File: config.mk
export PLATFORM = sky130hd
export DESIGN_NAME = rgb_auto_level_stretch_unit
export DESIGN_NICKNAME = d
export VERILOG_FILES = /design/src/hdl/rgbals_pkg.sv /design/src/hdl/rgbals_front.sv /design/src/hdl/rgbals_queue.sv /design/src/hdl/rgbals_div_pipe.sv /design/src/hdl/rgb_auto_level_stretch_unit.sv
export SDC_FILE = /design/constraint.sdc
export NUM_CORES = 1
export LEC_CHECK = 0
export BUFFER_PORTS_ARGS = -buffer_cell sky130_fd_sc_hd__buf_2
export CORE_MARGIN = 2
export CORE_UTILIZATION = 58
export DETAILED_ROUTE_END_ITERATION = 16
export PLACE_DENSITY = 0.77
export RECOVER_POWER = 50
export SLEW_MARGIN = 30
export SYNTH_ARGS = -nofsm -noshare
export SYNTH_HDL_FRONTEND = slang
export SYNTH_HIERARCHICAL = 1
export SYNTH_SLANG_ARGS = --single-unit
File: constraint.sdc
create_clock -name clk -period 15.2 [get_ports clk]
set_clock_uncertainty 0.1 [all_clocks]
set_input_delay 1.52 -clock clk [delete_from_list [all_inputs] [get_ports clk]]
set_output_delay 1.52 -clock clk [all_outputs]
set_load 0.02 [all_outputs]
File: src/hdl/rgbals_pkg.sv
// Shared types and constants for the RGB auto-level stretch unit.
package rgbals_pkg;

  localparam int CHANNELS   = 3;
  localparam int PIX_W      = 8;
  localparam int NUM_W      = 2 * PIX_W;
  localparam int DIV_STAGES = PIX_W;
  localparam int QUEUE_DEPTH = 2;

  localparam logic [PIX_W-1:0] FULL_SCALE = 8'd255;
  localparam logic [PIX_W-1:0] PIX_ZERO   = 8'd0;
  localparam logic [PIX_W-1:0] DEN_ONE    = 8'd1;

  localparam logic ACT_MEASURE = 1'b0;
  localparam logic ACT_APPLY   = 1'b1;

  typedef logic [PIX_W-1:0] pix_t;

  typedef struct packed {
    logic [NUM_W-1:0] num;
    logic [PIX_W-1:0] den;
  } chan_job_t;

  typedef chan_job_t [CHANNELS-1:0] job_t;

endpackage

File: src/hdl/rgbals_front.sv
// Front end: keeps per-channel min/max and turns apply items into divide jobs.
module rgbals_front
  import rgbals_pkg::*;
(
  input  logic                clk,
  input  logic                rst_n,
  input  logic                in_valid,
  output logic                in_ready,
  input  logic                in_action,
  input  logic                in_first,
  input  pix_t                in_pix [CHANNELS],
  input  logic                q_full,
  output logic                q_push,
  output job_t                q_job
);

  pix_t min_r [CHANNELS];
  pix_t max_r [CHANNELS];
  pix_t min_nxt [CHANNELS];
  pix_t max_nxt [CHANNELS];
  logic acc;
  logic meas_acc;

  assign in_ready = !q_full;
  assign acc      = in_valid && in_ready;
  assign meas_acc = acc && (in_action == ACT_MEASURE);
  assign q_push   = acc && (in_action == ACT_APPLY);

  always_comb begin
    pix_t base_min;
    pix_t base_max;
    pix_t c;
    pix_t lo;
    pix_t hi;
    pix_t diff;
    for (int i = 0; i < CHANNELS; i++) begin
      c        = in_pix[i];
      lo       = min_r[i];
      hi       = max_r[i];
      base_min = in_first ? FULL_SCALE : lo;
      base_max = in_first ? PIX_ZERO : hi;
      min_nxt[i] = (c < base_min) ? c : base_min;
      max_nxt[i] = (c > base_max) ? c : base_max;
      diff = c - lo;
      if (hi <= lo || c <= lo) begin
        q_job[i].num = '0;
        q_job[i].den = DEN_ONE;
      end else if (c >= hi) begin
        q_job[i].num = {PIX_ZERO, FULL_SCALE};
        q_job[i].den = DEN_ONE;
      end else begin
        // diff * 255
        q_job[i].num = {diff, PIX_ZERO} - {PIX_ZERO, diff};
        q_job[i].den = hi - lo;
      end
    end
  end

  always_ff @(posedge clk) begin
    if (!rst_n) begin
      for (int i = 0; i < CHANNELS; i++) begin
        min_r[i] <= FULL_SCALE;
        max_r[i] <= PIX_ZERO;
      end
    end else if (meas_acc) begin
      for (int i = 0; i < CHANNELS; i++) begin
        min_r[i] <= min_nxt[i];
        max_r[i] <= max_nxt[i];
      end
    end
  end

  a_range_ordered: assert property (@(posedge clk) disable iff (!rst_n)
    meas_acc |=> (min_r[0] <= max_r[0]) && (min_r[1] <= max_r[1]) &&
                 (min_r[2] <= max_r[2]))
    else $error("min above max after a measure item");

endmodule

File: src/hdl/rgbals_queue.sv
// Two-entry job queue between the front end and the divider pipeline.
module rgbals_queue
  import rgbals_pkg::*;
(
  input  logic clk,
  input  logic rst_n,
  input  logic push,
  input  job_t push_data,
  output logic full,
  input  logic pop,
  output job_t pop_data,
  output logic empty
);

  job_t       mem_r [QUEUE_DEPTH];
  logic       wr_ptr_r;
  logic       rd_ptr_r;
  logic [1:0] cnt_r;
  logic [1:0] cnt_nxt;

  assign full     = (cnt_r == 2'(QUEUE_DEPTH));
  assign empty    = (cnt_r == 2'd0);
  assign pop_data = mem_r[rd_ptr_r];

  always_comb begin
    cnt_nxt = cnt_r;
    if (push && !pop) begin
      cnt_nxt = cnt_r + 2'd1;
    end else if (pop && !push) begin
      cnt_nxt = cnt_r - 2'd1;
    end
  end

  always_ff @(posedge clk) begin
    if (push) begin
      mem_r[wr_ptr_r] <= push_data;
    end
  end

  always_ff @(posedge clk) begin
    if (!rst_n) begin
      wr_ptr_r <= 1'b0;
      rd_ptr_r <= 1'b0;
      cnt_r    <= 2'd0;
    end else begin
      if (push) begin
        wr_ptr_r <= ~wr_ptr_r;
      end
      if (pop) begin
        rd_ptr_r <= ~rd_ptr_r;
      end
      cnt_r <= cnt_nxt;
    end
  end

  a_no_overflow: assert property (@(posedge clk) disable iff (!rst_n)
    push |-> !full)
    else $error("push into full queue");

  a_no_underflow: assert property (@(posedge clk) disable iff (!rst_n)
    pop |-> !empty)
    else $error("pop from empty queue");

endmodule

File: src/hdl/rgbals_div_pipe.sv
// Pipelined restoring divider, one quotient bit per stage, three channels.
module rgbals_div_pipe
  import rgbals_pkg::*;
(
  input  logic clk,
  input  logic rst_n,
  input  logic q_empty,
  input  job_t q_job,
  output logic q_pop,
  output logic out_valid,
  input  logic out_ready,
  output pix_t out_pix [CHANNELS]
);

  localparam int LAST = DIV_STAGES - 1;

  logic [DIV_STAGES-1:0] vld_r;
  logic [NUM_W-1:0]      rem_r [DIV_STAGES][CHANNELS];
  pix_t                  den_r [DIV_STAGES][CHANNELS];
  pix_t                  quo_r [DIV_STAGES][CHANNELS];
  logic [NUM_W-1:0]      rem_nxt [DIV_STAGES][CHANNELS];
  pix_t                  quo_nxt [DIV_STAGES][CHANNELS];
  logic [NUM_W-1:0]      rem_in [DIV_STAGES][CHANNELS];
  pix_t                  den_in [DIV_STAGES][CHANNELS];
  pix_t                  quo_in [DIV_STAGES][CHANNELS];
  logic                  adv;

  assign adv   = !vld_r[LAST] || out_ready;
  assign q_pop = adv && !q_empty;

  genvar s;
  generate
    for (s = 0; s < DIV_STAGES; s++) begin : g_stage
      localparam int K = DIV_STAGES - 1 - s;
      if (s == 0) begin : g_head
        always_comb begin
          for (int ch = 0; ch < CHANNELS; ch++) begin
            rem_in[s][ch] = q_job[ch].num;
            den_in[s][ch] = q_job[ch].den;
            quo_in[s][ch] = PIX_ZERO;
          end
        end
      end else begin : g_body
        always_comb begin
          for (int ch = 0; ch < CHANNELS; ch++) begin
            rem_in[s][ch] = rem_r[s-1][ch];
            den_in[s][ch] = den_r[s-1][ch];
            quo_in[s][ch] = quo_r[s-1][ch];
          end
        end
      end

      always_comb begin
        logic [NUM_W-1:0] dsh;
        for (int ch = 0; ch < CHANNELS; ch++) begin
          dsh = {PIX_ZERO, den_in[s][ch]} << K;
          rem_nxt[s][ch] = rem_in[s][ch];
          quo_nxt[s][ch] = quo_in[s][ch];
          if (rem_in[s][ch] >= dsh) begin
            rem_nxt[s][ch]    = rem_in[s][ch] - dsh;
            quo_nxt[s][ch][K] = 1'b1;
          end
        end
      end

      always_ff @(posedge clk) begin
        if (adv) begin
          for (int ch = 0; ch < CHANNELS; ch++) begin
            rem_r[s][ch] <= rem_nxt[s][ch];
            den_r[s][ch] <= den_in[s][ch];
            quo_r[s][ch] <= quo_nxt[s][ch];
          end
        end
      end
    end
  endgenerate

  always_ff @(posedge clk) begin
    if (!rst_n) begin
      vld_r <= '0;
    end else if (adv) begin
      vld_r <= {vld_r[DIV_STAGES-2:0], !q_empty};
    end
  end

  assign out_valid = vld_r[LAST];
  always_comb begin
    for (int ch = 0; ch < CHANNELS; ch++) begin
      out_pix[ch] = quo_r[LAST][ch];
    end
  end

  a_rem_below_den: assert property (@(posedge clk) disable iff (!rst_n)
    vld_r[LAST] |-> (rem_r[LAST][0] < NUM_W'(den_r[LAST][0])) &&
                    (rem_r[LAST][1] < NUM_W'(den_r[LAST][1])) &&
                    (rem_r[LAST][2] < NUM_W'(den_r[LAST][2])))
    else $error("divider remainder not below divisor");

  a_stall_freezes: assert property (@(posedge clk) disable iff (!rst_n)
    (vld_r[LAST] && !out_ready) |=> $stable(vld_r) && !$past(q_pop))
    else $error("pipeline moved while stalled");

endmodule

File: src/hdl/rgb_auto_level_stretch_unit.sv
// Top level of the RGB auto-level (min-max) stretch unit.
//
//  channel  ports                                          dir   role
//  in       in_valid/in_ready, in_action, in_first,        in    measure or apply item
//           in_red, in_green, in_blue
//  out      out_valid/out_ready, out_red, out_green,       out   stretched pixel item
//           out_blue
//
// Sustained rate of one item per cycle while out_ready does not stall; measure
// items finish at acceptance. An apply item reaches out_valid via the queue, whose
// head feeds the first of the 8 divider stages, one quotient bit per stage.
// Synchronous active-low reset sets min to 255 and max to 0; no clearing pass.
// A stall on out_ready freezes the divider; the 2-entry queue then fills and
// drops in_ready.
module rgb_auto_level_stretch_unit
  import rgbals_pkg::*;
(
  input  logic clk,
  input  logic rst_n,
  input  logic in_valid,
  output logic in_ready,
  input  logic in_action,
  input  logic in_first,
  input  logic [7:0] in_red,
  input  logic [7:0] in_green,
  input  logic [7:0] in_blue,
  output logic out_valid,
  input  logic out_ready,
  output logic [7:0] out_red,
  output logic [7:0] out_green,
  output logic [7:0] out_blue
);

  pix_t in_pix  [CHANNELS];
  pix_t out_pix [CHANNELS];
  logic q_full;
  logic q_empty;
  logic q_push;
  logic q_pop;
  job_t push_job;
  job_t pop_job;

  assign in_pix[0] = in_red;
  assign in_pix[1] = in_green;
  assign in_pix[2] = in_blue;

  rgbals_front u_front (
    .clk      (clk),
    .rst_n    (rst_n),
    .in_valid (in_valid),
    .in_ready (in_ready),
    .in_action(in_action),
    .in_first (in_first),
    .in_pix   (in_pix),
    .q_full   (q_full),
    .q_push   (q_push),
    .q_job    (push_job)
  );

  rgbals_queue u_queue (
    .clk      (clk),
    .rst_n    (rst_n),
    .push     (q_push),
    .push_data(push_job),
    .full     (q_full),
    .pop      (q_pop),
    .pop_data (pop_job),
    .empty    (q_empty)
  );

  rgbals_div_pipe u_div (
    .clk      (clk),
    .rst_n    (rst_n),
    .q_empty  (q_empty),
    .q_job    (pop_job),
    .q_pop    (q_pop),
    .out_valid(out_valid),
    .out_ready(out_ready),
    .out_pix  (out_pix)
  );

  assign out_red   = out_pix[0];
  assign out_green = out_pix[1];
  assign out_blue  = out_pix[2];

endmodule
* Word level (Yosys, flattened, before mapping)
Memory sizes are Yosys's and may differ from the RTL's. A register that Yosys moved wholly into a read port is not among the register bits.
Index checks and enable logic that the tools add are counted.
** Word-level totals
- Register bits after elaboration :: 12
- Memory bits (writable) :: 960
- Input bits :: 30
- Logic and storage cells :: 195
- Memories kept :: 6
** Operators by class
- $add $sub $neg :: 35
- $lt $le $gt $ge :: 39
- Equal/unequal tests :: 1
- Mux-type cells :: 84
- Bitwise operators :: 9
- Reduce and logical (&&, ||, !) cells :: 17
** Memory list
- u_div.rem_r :: words 8, bits a word 48, read ports 7, clocked after memory_dff 0, write ports 8, RTL line rgbals_div_pipe.sv:18 : logic [NUM_W-1:0] rem_r [DIV_STAGES][CHANNELS];
- u_div.den_r :: words 8, bits a word 24, read ports 7, clocked after memory_dff 0, write ports 8, RTL line rgbals_div_pipe.sv:19 : pix_t den_r [DIV_STAGES][CHANNELS];
- u_div.quo_r :: words 8, bits a word 24, read ports 8, clocked after memory_dff 0, write ports 8, RTL line rgbals_div_pipe.sv:20 : pix_t quo_r [DIV_STAGES][CHANNELS];
- u_queue.mem_r :: words 2, bits a word 72, read ports 1, clocked after memory_dff 1, write ports 1, RTL line rgbals_queue.sv:15 : job_t mem_r [QUEUE_DEPTH];
- u_front.max_r :: words 3, bits a word 8, read ports 3, clocked after memory_dff 0, write ports 3, RTL line rgbals_front.sv:18 : pix_t max_r [CHANNELS];
- u_front.min_r :: words 3, bits a word 8, read ports 3, clocked after memory_dff 0, write ports 3, RTL line rgbals_front.sv:17 : pix_t min_r [CHANNELS];
** Operators by type and width (count)
- $mux 16 :: 24
- $mux 24 :: 6
- $mux 8 :: 18
- $sub 16x8->16 :: 6
- $ge 16x10->1 :: 3
- $ge 16x11->1 :: 3
- $ge 16x12->1 :: 3
- $ge 16x13->1 :: 3
- $ge 16x14->1 :: 3
- $ge 16x15->1 :: 3
- $ge 16x8->1 :: 3
- $ge 16x9->1 :: 3
- $le 8x8->1 :: 6
- $sub 16x10->16 :: 3
- $sub 16x11->16 :: 3
- $sub 16x12->16 :: 3
- $sub 16x13->16 :: 3
- $sub 16x14->16 :: 3
- $sub 16x15->16 :: 3
- $sub 16x9->16 :: 3
- $sub 8x8->8 :: 6
- $mux 1 :: 34
- $ge 8x8->1 :: 3
- $gt 8x8->1 :: 3
- 12 further kinds :: 34

* Longest topological paths before layout
Gate-level depths: netlist of the first run.
- Depth in word-level cells :: 8
- Gate-level depth with buffers :: 12
- Gate-level depth less buffers :: 11

* Hierarchy
The synthesis of the first run kept the hierarchy.
** Modules (own cells, without submodules)
- rgbals_div_pipe :: times used 1, cells each 2542, area each 31224.9 um^2, sequential area each 18537.8 um^2
- rgbals_front :: times used 1, cells each 941, area each 7433.4 um^2, sequential area each 1441.4 um^2
- rgbals_queue :: times used 1, cells each 246, area each 5440.2 um^2, sequential area each 4424.2 um^2

* Least setup slack after synthesis of the first run
Ideal clock, no wire load.
- Kind :: input -> register
- From :: in out_ready
- To :: mem u_div/den_r[0][0] (netlist name), enable pin
- Setup time :: 957 ps
- Arrival :: 13557 ps
- Required time :: 14143 ps
- Slack :: 586 ps
- Stages on the path :: 3
- Buffers on the path :: 1
- Path through :: nor2b_1 > clkbuf_1 > inv_1
** RTL lines
- start, declared :: RTL line rgb_auto_level_stretch_unit.sv:28 : input logic out_ready,
- end, declared :: RTL line rgbals_div_pipe.sv:19

==> results of run 1 <==
flip-flops by register name, indices dropped and copies added, names as in the netlist, named ones only:
name              flops
u_div/vld_r           8
u_div/quo_r         108
u_queue/rd_ptr_r      1
u_div/rem_r         336
u_queue/mem_r       144
u_front/min_r        24
u_queue/cnt_r         2
u_div/den_r         168
u_queue/wr_ptr_r      1
u_front/max_r        24
critical path, stage by stage:
cell and delay [ps]:
buf_2 100, nor2b_1 530, clkinvlp_2 2800, buf_6 1220, buf_6 410, buf_4 480
layout by cell type (no fill, tap or decap), drive strengths merged, types with 32 or more instances in the layout:
master,count
o21ai,230
nor2b,61
buf,39
nand2,227
nor2,277
a21oi,248
a21o,43
edfxtp,804
nor4,32
xor2,87
mux2,112
o21a,61
ha,316
inv,322
nand2b,70
nand3,47
nor3,105
xnor2,104
clkbuf,145
power by group:
part	switching (W)	internal (W)
clock	0.000812	0.00119
sequential	0.000397	0.00349
combinational	0.00201	0.00166
cell families (layout without fill, tap and decap cells):
| kind of cell | after synthesis | in the layout | share of synthesized area, % |
|---|---|---|---|
| AO/OA/AOI/OAI | 816 | 816 | 11.7 |
| XOR/XNOR | 191 | 191 | 3.79 |
| adder cells (fa/ha/maj) | 340 | 340 | 10.1 |
| buffers and inverters | 393 | 539 | 3.63 |
| flip-flops | 817 | 817 | 55.3 |
| multiplexers | 130 | 130 | 3.27 |
| AND/OR/NAND/NOR | 1042 | 1042 | 12.2 |
stage by stage:
| stage | cell area [um2] | hold slack [ps] | setup WS (ps) |
|---|---|---|---|
| after floorplan | 44100 | 300 | 586 |
| after global placement | 45300 | 300 | 9730 |
| after detailed placement | 45400 | 305 | 9920 |
| after CTS | 48100 | 313 | 10600 |
| after global routing | 47900 | 321 | 7480 |
| final | 47900 | 312 | 7990 |
final timing paths:
kind / slack [ps] / from / cells past startpoint / endpoint
worst max-delay path: 7990 / out_ready / 6 / u_div/quo_r[6][18]$_DFFE_PN_
worst min-delay path: 310 / u_div/quo_r[4][12]$_DFFE_PN_ / 0 / u_div/quo_r[5][12]$_DFFE_PN_
worst max register to register: 8630 / u_div/vld_r[7]$_SDFFE_PN0N_ / 5 / u_div/quo_r[6][18]$_DFFE_PN_
worst min register to register: 310 / u_div/quo_r[4][12]$_DFFE_PN_ / 0 / u_div/quo_r[5][12]$_DFFE_PN_
metal layers:
metal | up-vias | global-route usage [%] | wire length (um)
met5 | - | 0 | 0
met4 | 0 | 6.69 | 2100
met3 | 151 | 2.61 | 2600
met2 | 466 | 33.5 | 36700
met1 | 12899 | 24.4 | 33300
li1 | 13951 | - | -
cell type report:
class                           count  area (um2)
Fill cell                        5757       27700
Inverter                          321        1210
Clock inverter                     34         347
Tap cell                          978        1220
Multi-Input combinational cell   2519       18000
Sequential cell                   817       24400
Timing Repair Buffer               71         353
Clock buffer                      113        2360
synth_stat cells (24+ instances only):
library cell  instances
edfxtp_1            804
nand2_1             227
ha_1                316
a21o_1               43
nor4_1               27
and2_1               26
a21oi_1             243
xor2_1               87
mux2_2              111
or2_2                27
nor2_1              277
inv_1               321
nor3_1               98
a211oi_1             24
clkbuf_1             34
fa_1                 24
nand2b_1             70
o21a_1               61
nand3_1              46
or3_1                28
o21ai_1              47
nor2b_1              60
o21ai_0             182
nand4_1              30
xnor2_1             104
==> run metrics, run 1 <==
top-area cell type share of the netlist area a little over half; first-pass GRT wire length around 130 mm; WL final 74.7 mm; n_diodes 0; Crit path required time 15370 ps; CP Capture Type flop; Starting DRT DRC Count about 1.8k; syn nets 4099; worst skew pair latency 630 ps; Core Util, Final between 60% and 70%; pwr/cell area between 150 and 200 nW/um2; Top FF cell, synth edfxtp_1; Worst slew margin -171%; initial antenna violation count 0; mean post-synth cell area about 12 um2; dpl cells 4705; failing checks capacitance limit, slew limit; Net count, final 4186; clk root buf clkbuf_16; Hold Buf Count CTS 0; # Post-CTS Setup Buffers 0; Ports 56; achievable frequency roughly 140 MHz; detailed-route via count roughly 27k; Setup crit start kind primary input; Die W 280 um; Starting Density between 50% and 60%; row cnt 101; cell area after synthesis approximately 44000 um2; CP arrival ~7400 ps; Cell Count, Final, Fillers Out 4853; worst hold path type flop to flop; Die Y approximately 280 um; fin crit period about 7000 ps; largest cells by area after synthesis edfxtp_1 55%, ha_1 9.0%, mux2_2 2.8%, a21oi_1 2.8%, inv_1 2.7%; synthesis-to-layout area growth 8.66%; number of enable flip-flop cells after synthesis 804; cts repair resizes 0; vias in the first global route 26.8k; yosys synthesis warning count 6; GP Congestion 0.889; Setup Total Neg Slack 0 ps; Reg clk slew, reported paths around 60 ps; CTS H-Tree Depth 3; final hold violations 0; leakage power roughly 19 nW; total power roughly 0.0096 W; Max Cap Viol 9; RSZ-0062 raised after global routing false; register area share after synthesis around 55%; synthesized flop and latch total 817; residual DRC count 0; First-pass DRT Iterations 8; Slew @ Worst Pin just over 4000 ps; total track usage 19.1%; CP max FO 90; Final Setup Violations 0; crit path kind primary input to flop; maximum clock path buffer count 3; status complete, but fails checks; Num CTS Buffers 86; dominant cell type by area after synthesis edfxtp_1; period utilisation layout between 40% and 50%; largest net degree at the start of global routing 91; share of cells above drive strength 1 under 10%; die area around 78000 um2; clock sink count 817; Antenna Nets Post-Route 0; Slew Viols, Final 376; via/cell ratio 5.66; count of buffers from port buffering 55; GR Overflow Total 0; Syn Inst Count about 3.7k; worst vdd ir about 120 uV; ys async rst share 0%; count of cell types in the netlist between 90 and 100; Post-DP HPWL approximately 53 mm; core footprint roughly 76000 um2; CTS tree built; mean routed wirelength per cell 15.4 um
Note: power is estimated with default switching activity, not from simulation.
==> inputs of run 2 (changes only) <==
ABC_AREA = 1   (was unset)
CORE_UTILIZATION = 60   (was 58)
PLACE_DENSITY = 0.76   (was 0.77)
clock period = 7.5 ns   (was 15.2 ns; I/O delays follow)
==> run metrics, run 2 <==
status complete, but fails checks (unchanged); failing checks capacitance limit, slew limit (unchanged); Largest register FFs 336 (unchanged); leakage power 24.5 nW (was 18.7 nW); Post-DP HPWL 66.0 mm (was 53.2 mm); Top FF cell, synth edfxtp_1 (unchanged); maximum clock path buffer count 3 (unchanged); worst vdd ir 203 uV (was 123 uV); top flop regs u_div/rem_r: 336 flops, u_div/den_r: 168 flops, u_queue/mem_r: 144 flops (unchanged); core footprint 79300 um2 (was 75600 um2); WL final 88.5 mm (was 74.7 mm); Starting DRT DRC Count 2009 (was 1804); Hold Buf Count CTS 0 (unchanged); largest net degree at the start of global routing 180 (was 91); yosys synthesis warning count 6 (unchanged); number of enable flip-flop cells after synthesis 804 (unchanged); multiplexer share of the synthesized area 2.23% (was 3.27%); Setup crit start kind flop (was primary input); post-synthesis compound-gate area fraction 4.86% (was 11.7%); syn nets 5683 (was 4099); GR Overflow Total 0 (unchanged); first-pass GRT wire length 151 mm (was 125 mm); commonest non-fill, non-tap cell in the layout nand2_1 (was edfxtp_1); Reg clk slew, reported paths 60 ps (about the same); via/cell ratio 5.21 (was 5.66); register area share after synthesis 50.6% (was 55.3%); HP Start u_div/quo_r[6][23]$_DFFE_PN_ (was u_div/quo_r[4][12]$_DFFE_PN_); RSZ-0062 raised after global routing false (unchanged); CTS tree built (unchanged); Slew @ Worst Pin 3700 ps (was 4060 ps); Worst Hold Endpoint u_div/quo_r[7][23]$_DFFE_PN_ (was u_div/quo_r[5][12]$_DFFE_PN_); dominant cell type by area after synthesis edfxtp_1 (unchanged); most frequent cells in the layout 1572 x nand2_1, 886 x inv_1, 804 x edfxtp_1 (was 804 x edfxtp_1, 320 x inv_1, 316 x ha_1); pwr/cell area 421 nW/um2 (was 199 nW/um2); total track usage 21.7% (was 19.1%); R2R cell count 5 (unchanged); detailed-route via count 34.1k (was 27.5k); count of buffers from port buffering 55 (unchanged); First-pass DRT Iterations 7 (was 8); CP arrival 4930 ps (was 7380 ps); die area 82700 um2 (was 78300 um2); Cell Count, Final, Fillers Out 6548 (was 4853); synthesized flop and latch total 817 (unchanged); top-area cell type share of the netlist area 50.1% (was 54.7%); fin crit period 4770 ps; Worst slew margin -147% (was -171%); total power 0.0219 W (was 0.00956 W); Synth Area in Simple Gates 23.3% (was 12.2%); cts repair resizes 0 (unchanged); clock sink count 817 (unchanged); Starting Density 60.9% (was 58.4%); final setup margin 2730 ps (was 7990 ps); CP Capture Type flop (unchanged); pre-CTS setup slack 3800 ps (was 9920 ps); period utilisation layout between 60% and 70%; residual DRC count 0 (unchanged); clk root buf clkbuf_16 (unchanged); crit path kind flop to flop (was primary input to flop); mean routed wirelength per cell 13.5 um (was 15.4 um); Commonest cells post-synth 1561 x nand2_1, 877 x inv_1, 804 x edfxtp_1, 442 x nor2_1, 331 x nand3_1 (was 804 x edfxtp_1, 321 x inv_1, 316 x ha_1, 277 x nor2_1, 243 x a21oi_1); cell area after synthesis 48200 um2 (was 44100 um2); Syn Inst Count 5313 (was 3729); worst r2r src u_div/vld_r[7]$_SDFFE_PN0N_ (unchanged); slack of the worst reg-to-reg path 2730 ps (was 8630 ps); Hold Crit Depth 0 (unchanged); ys async rst share 0% (unchanged); xor and xnor area share after synthesis 1.98% (was 3.79%); mean post-synth cell area 9.08 um2 (was 11.8 um2); top-count cell post-synth nand2_1 (was edfxtp_1); Net count, final 5796 (was 4186); vias in the first global route 33.6k (was 26.8k); # Post-CTS Setup Buffers 0 (unchanged); Final Setup Violations 0 (unchanged); final hold violations 0 (unchanged); Num CTS Buffers 89 (was 86); Reg with most FFs u_div/rem_r (unchanged); synthesis-to-layout area growth 7.74% (was 8.66%); dpl cells 6385 (was 4705); largest cells by area after synthesis edfxtp_1 50%, nand2_1 12%, ha_1 8.2%, inv_1 6.8%, nor2_1 3.4% (was edfxtp_1 55%, ha_1 9.0%, mux2_2 2.8%, a21oi_1 2.8%, inv_1 2.7%); share of cells above drive strength 1 5.95% (was 7.56%); worst skew pair latency 640 ps (was 630 ps); initial antenna violation count 0 (unchanged); Die Y 288 um (was 280 um); Crit path required time 7660 ps (was 15370 ps); Slew Viols, Final 286 (was 376); n_diodes 0 (unchanged); main combinational cell family by area after synthesis simple AND/OR/NAND/NOR gates (unchanged); Max Cap Viol 5 (was 9); Ports 56 (unchanged); Antenna Nets Post-Route 0 (unchanged); CTS H-Tree Depth 3 (unchanged); Post-Synth Adder-Cell Area 9.19% (was 10.1%); GP Congestion 0.883 (was 0.889); row cnt 103 (was 101); RR Endpoint u_div/rem_r[6][28]$_DFFE_PN_ (was u_div/quo_r[6][18]$_DFFE_PN_); achievable frequency 210 MHz; count of cell types in the netlist 57 (was 95); worst hold path type flop to flop (unchanged); CP max FO 58 (was 90); Die W 288 um (was 280 um)
==> run 2: cell count changes in the layout (fill, tap and decap cells not counted), moves of 66 or more <==
cell	previous run	this run
nor3_1	103	30
nand3_1	47	345
mux2_2	68	2
nand2_1	227	1572
nand2b_1	70	0
nor2_1	277	450
xnor2_1	104	35
inv_1	320	886
==> run 2: final cells by class <==
class                      count  area (um2)
clock inverter                59         558
fill                        6351       27300
multi-input combinational   3552       19600
inverter                     899        3380
timing repair buffer          67         345
tap                         1050        1310
sequential                   817       24400
clock buffer                 104        2320
==> run 2: worst max path at each step <==
stage	endpoint	from	slack [ps]
after global routing	u_div/rem_r[6][28]$_DFFE_PN_	u_div/vld_r[7]$_SDFFE_PN0N_	2090
after global placement	u_div/rem_r[0][13]$_DFFE_PN_	flop	3850
after detailed placement	u_div/rem_r[0][45]$_DFFE_PN_	flop	3800
final	u_div/rem_r[6][28]$_DFFE_PN_	u_div/vld_r[7]$_SDFFE_PN0N_	2730
after CTS	u_div/rem_r[0][45]$_DFFE_PN_	flop	3800
after floorplan	u_div/den_r[0][0]$_DFFE_PN_	out_ready	-3200
==> run 2: metrics by stage <==
stage	hold slack [ps]	cell area (um2)	setup TNS [ps]	utilization (%)
CTS	288	52400	0	66.2
floorplan	300	48200	-1970160	-
detailed placement	305	49600	0	62.5
global route	315	52000	0	65.6
global placement	300	49500	0	62.5
finish	313	52000	0	65.6
==> run 2: report_power, final <==
| part | switching (W) | internal, W | leakage, nW | total (W) |
|---|---|---|---|---|
| clock network | 0.00174 | 0.00251 | 1.40 | 0.00425 |
| registers | 0.000828 | 0.00719 | 8.26 | 0.00801 |
| logic | 0.00609 | 0.00355 | 14.8 | 0.00963 |
| total | 0.00865 | 0.0132 | 24.5 | 0.0219 |
==> run 2: metal layers <==
layer  global-route usage (%)  wire length, um  part of all wire, %  vias up
met1                     26.4            38300                   43    15668
li1                         -                -                    -    17669
met3                     2.80             3250                  3.7      157
met5                        0                0                    0        -
met4                     7.28             2060                  2.3        0
met2                     39.6            44900                   51      648
==> run 2: critical path, cell delays in order (launching register included) <==
cell	delay, ps
dfxtp_1	310
inv_1	50
nor2_1	120
clkinvlp_2	860
clkbuf_1	2130
buf_4	750
==> run 2: logic make-up (layout without fill, tap and decap cells) <==
group                    after synthesis  after routing
AO/OA/AOI/OAI                        425            425
XOR/XNOR                             109            109
adder cells (fa/ha/maj)              340            340
buffers and inverters                944           1129
flip-flops                           817            817
multiplexers                          72             72
AND/OR/NAND/NOR                     2606           2606
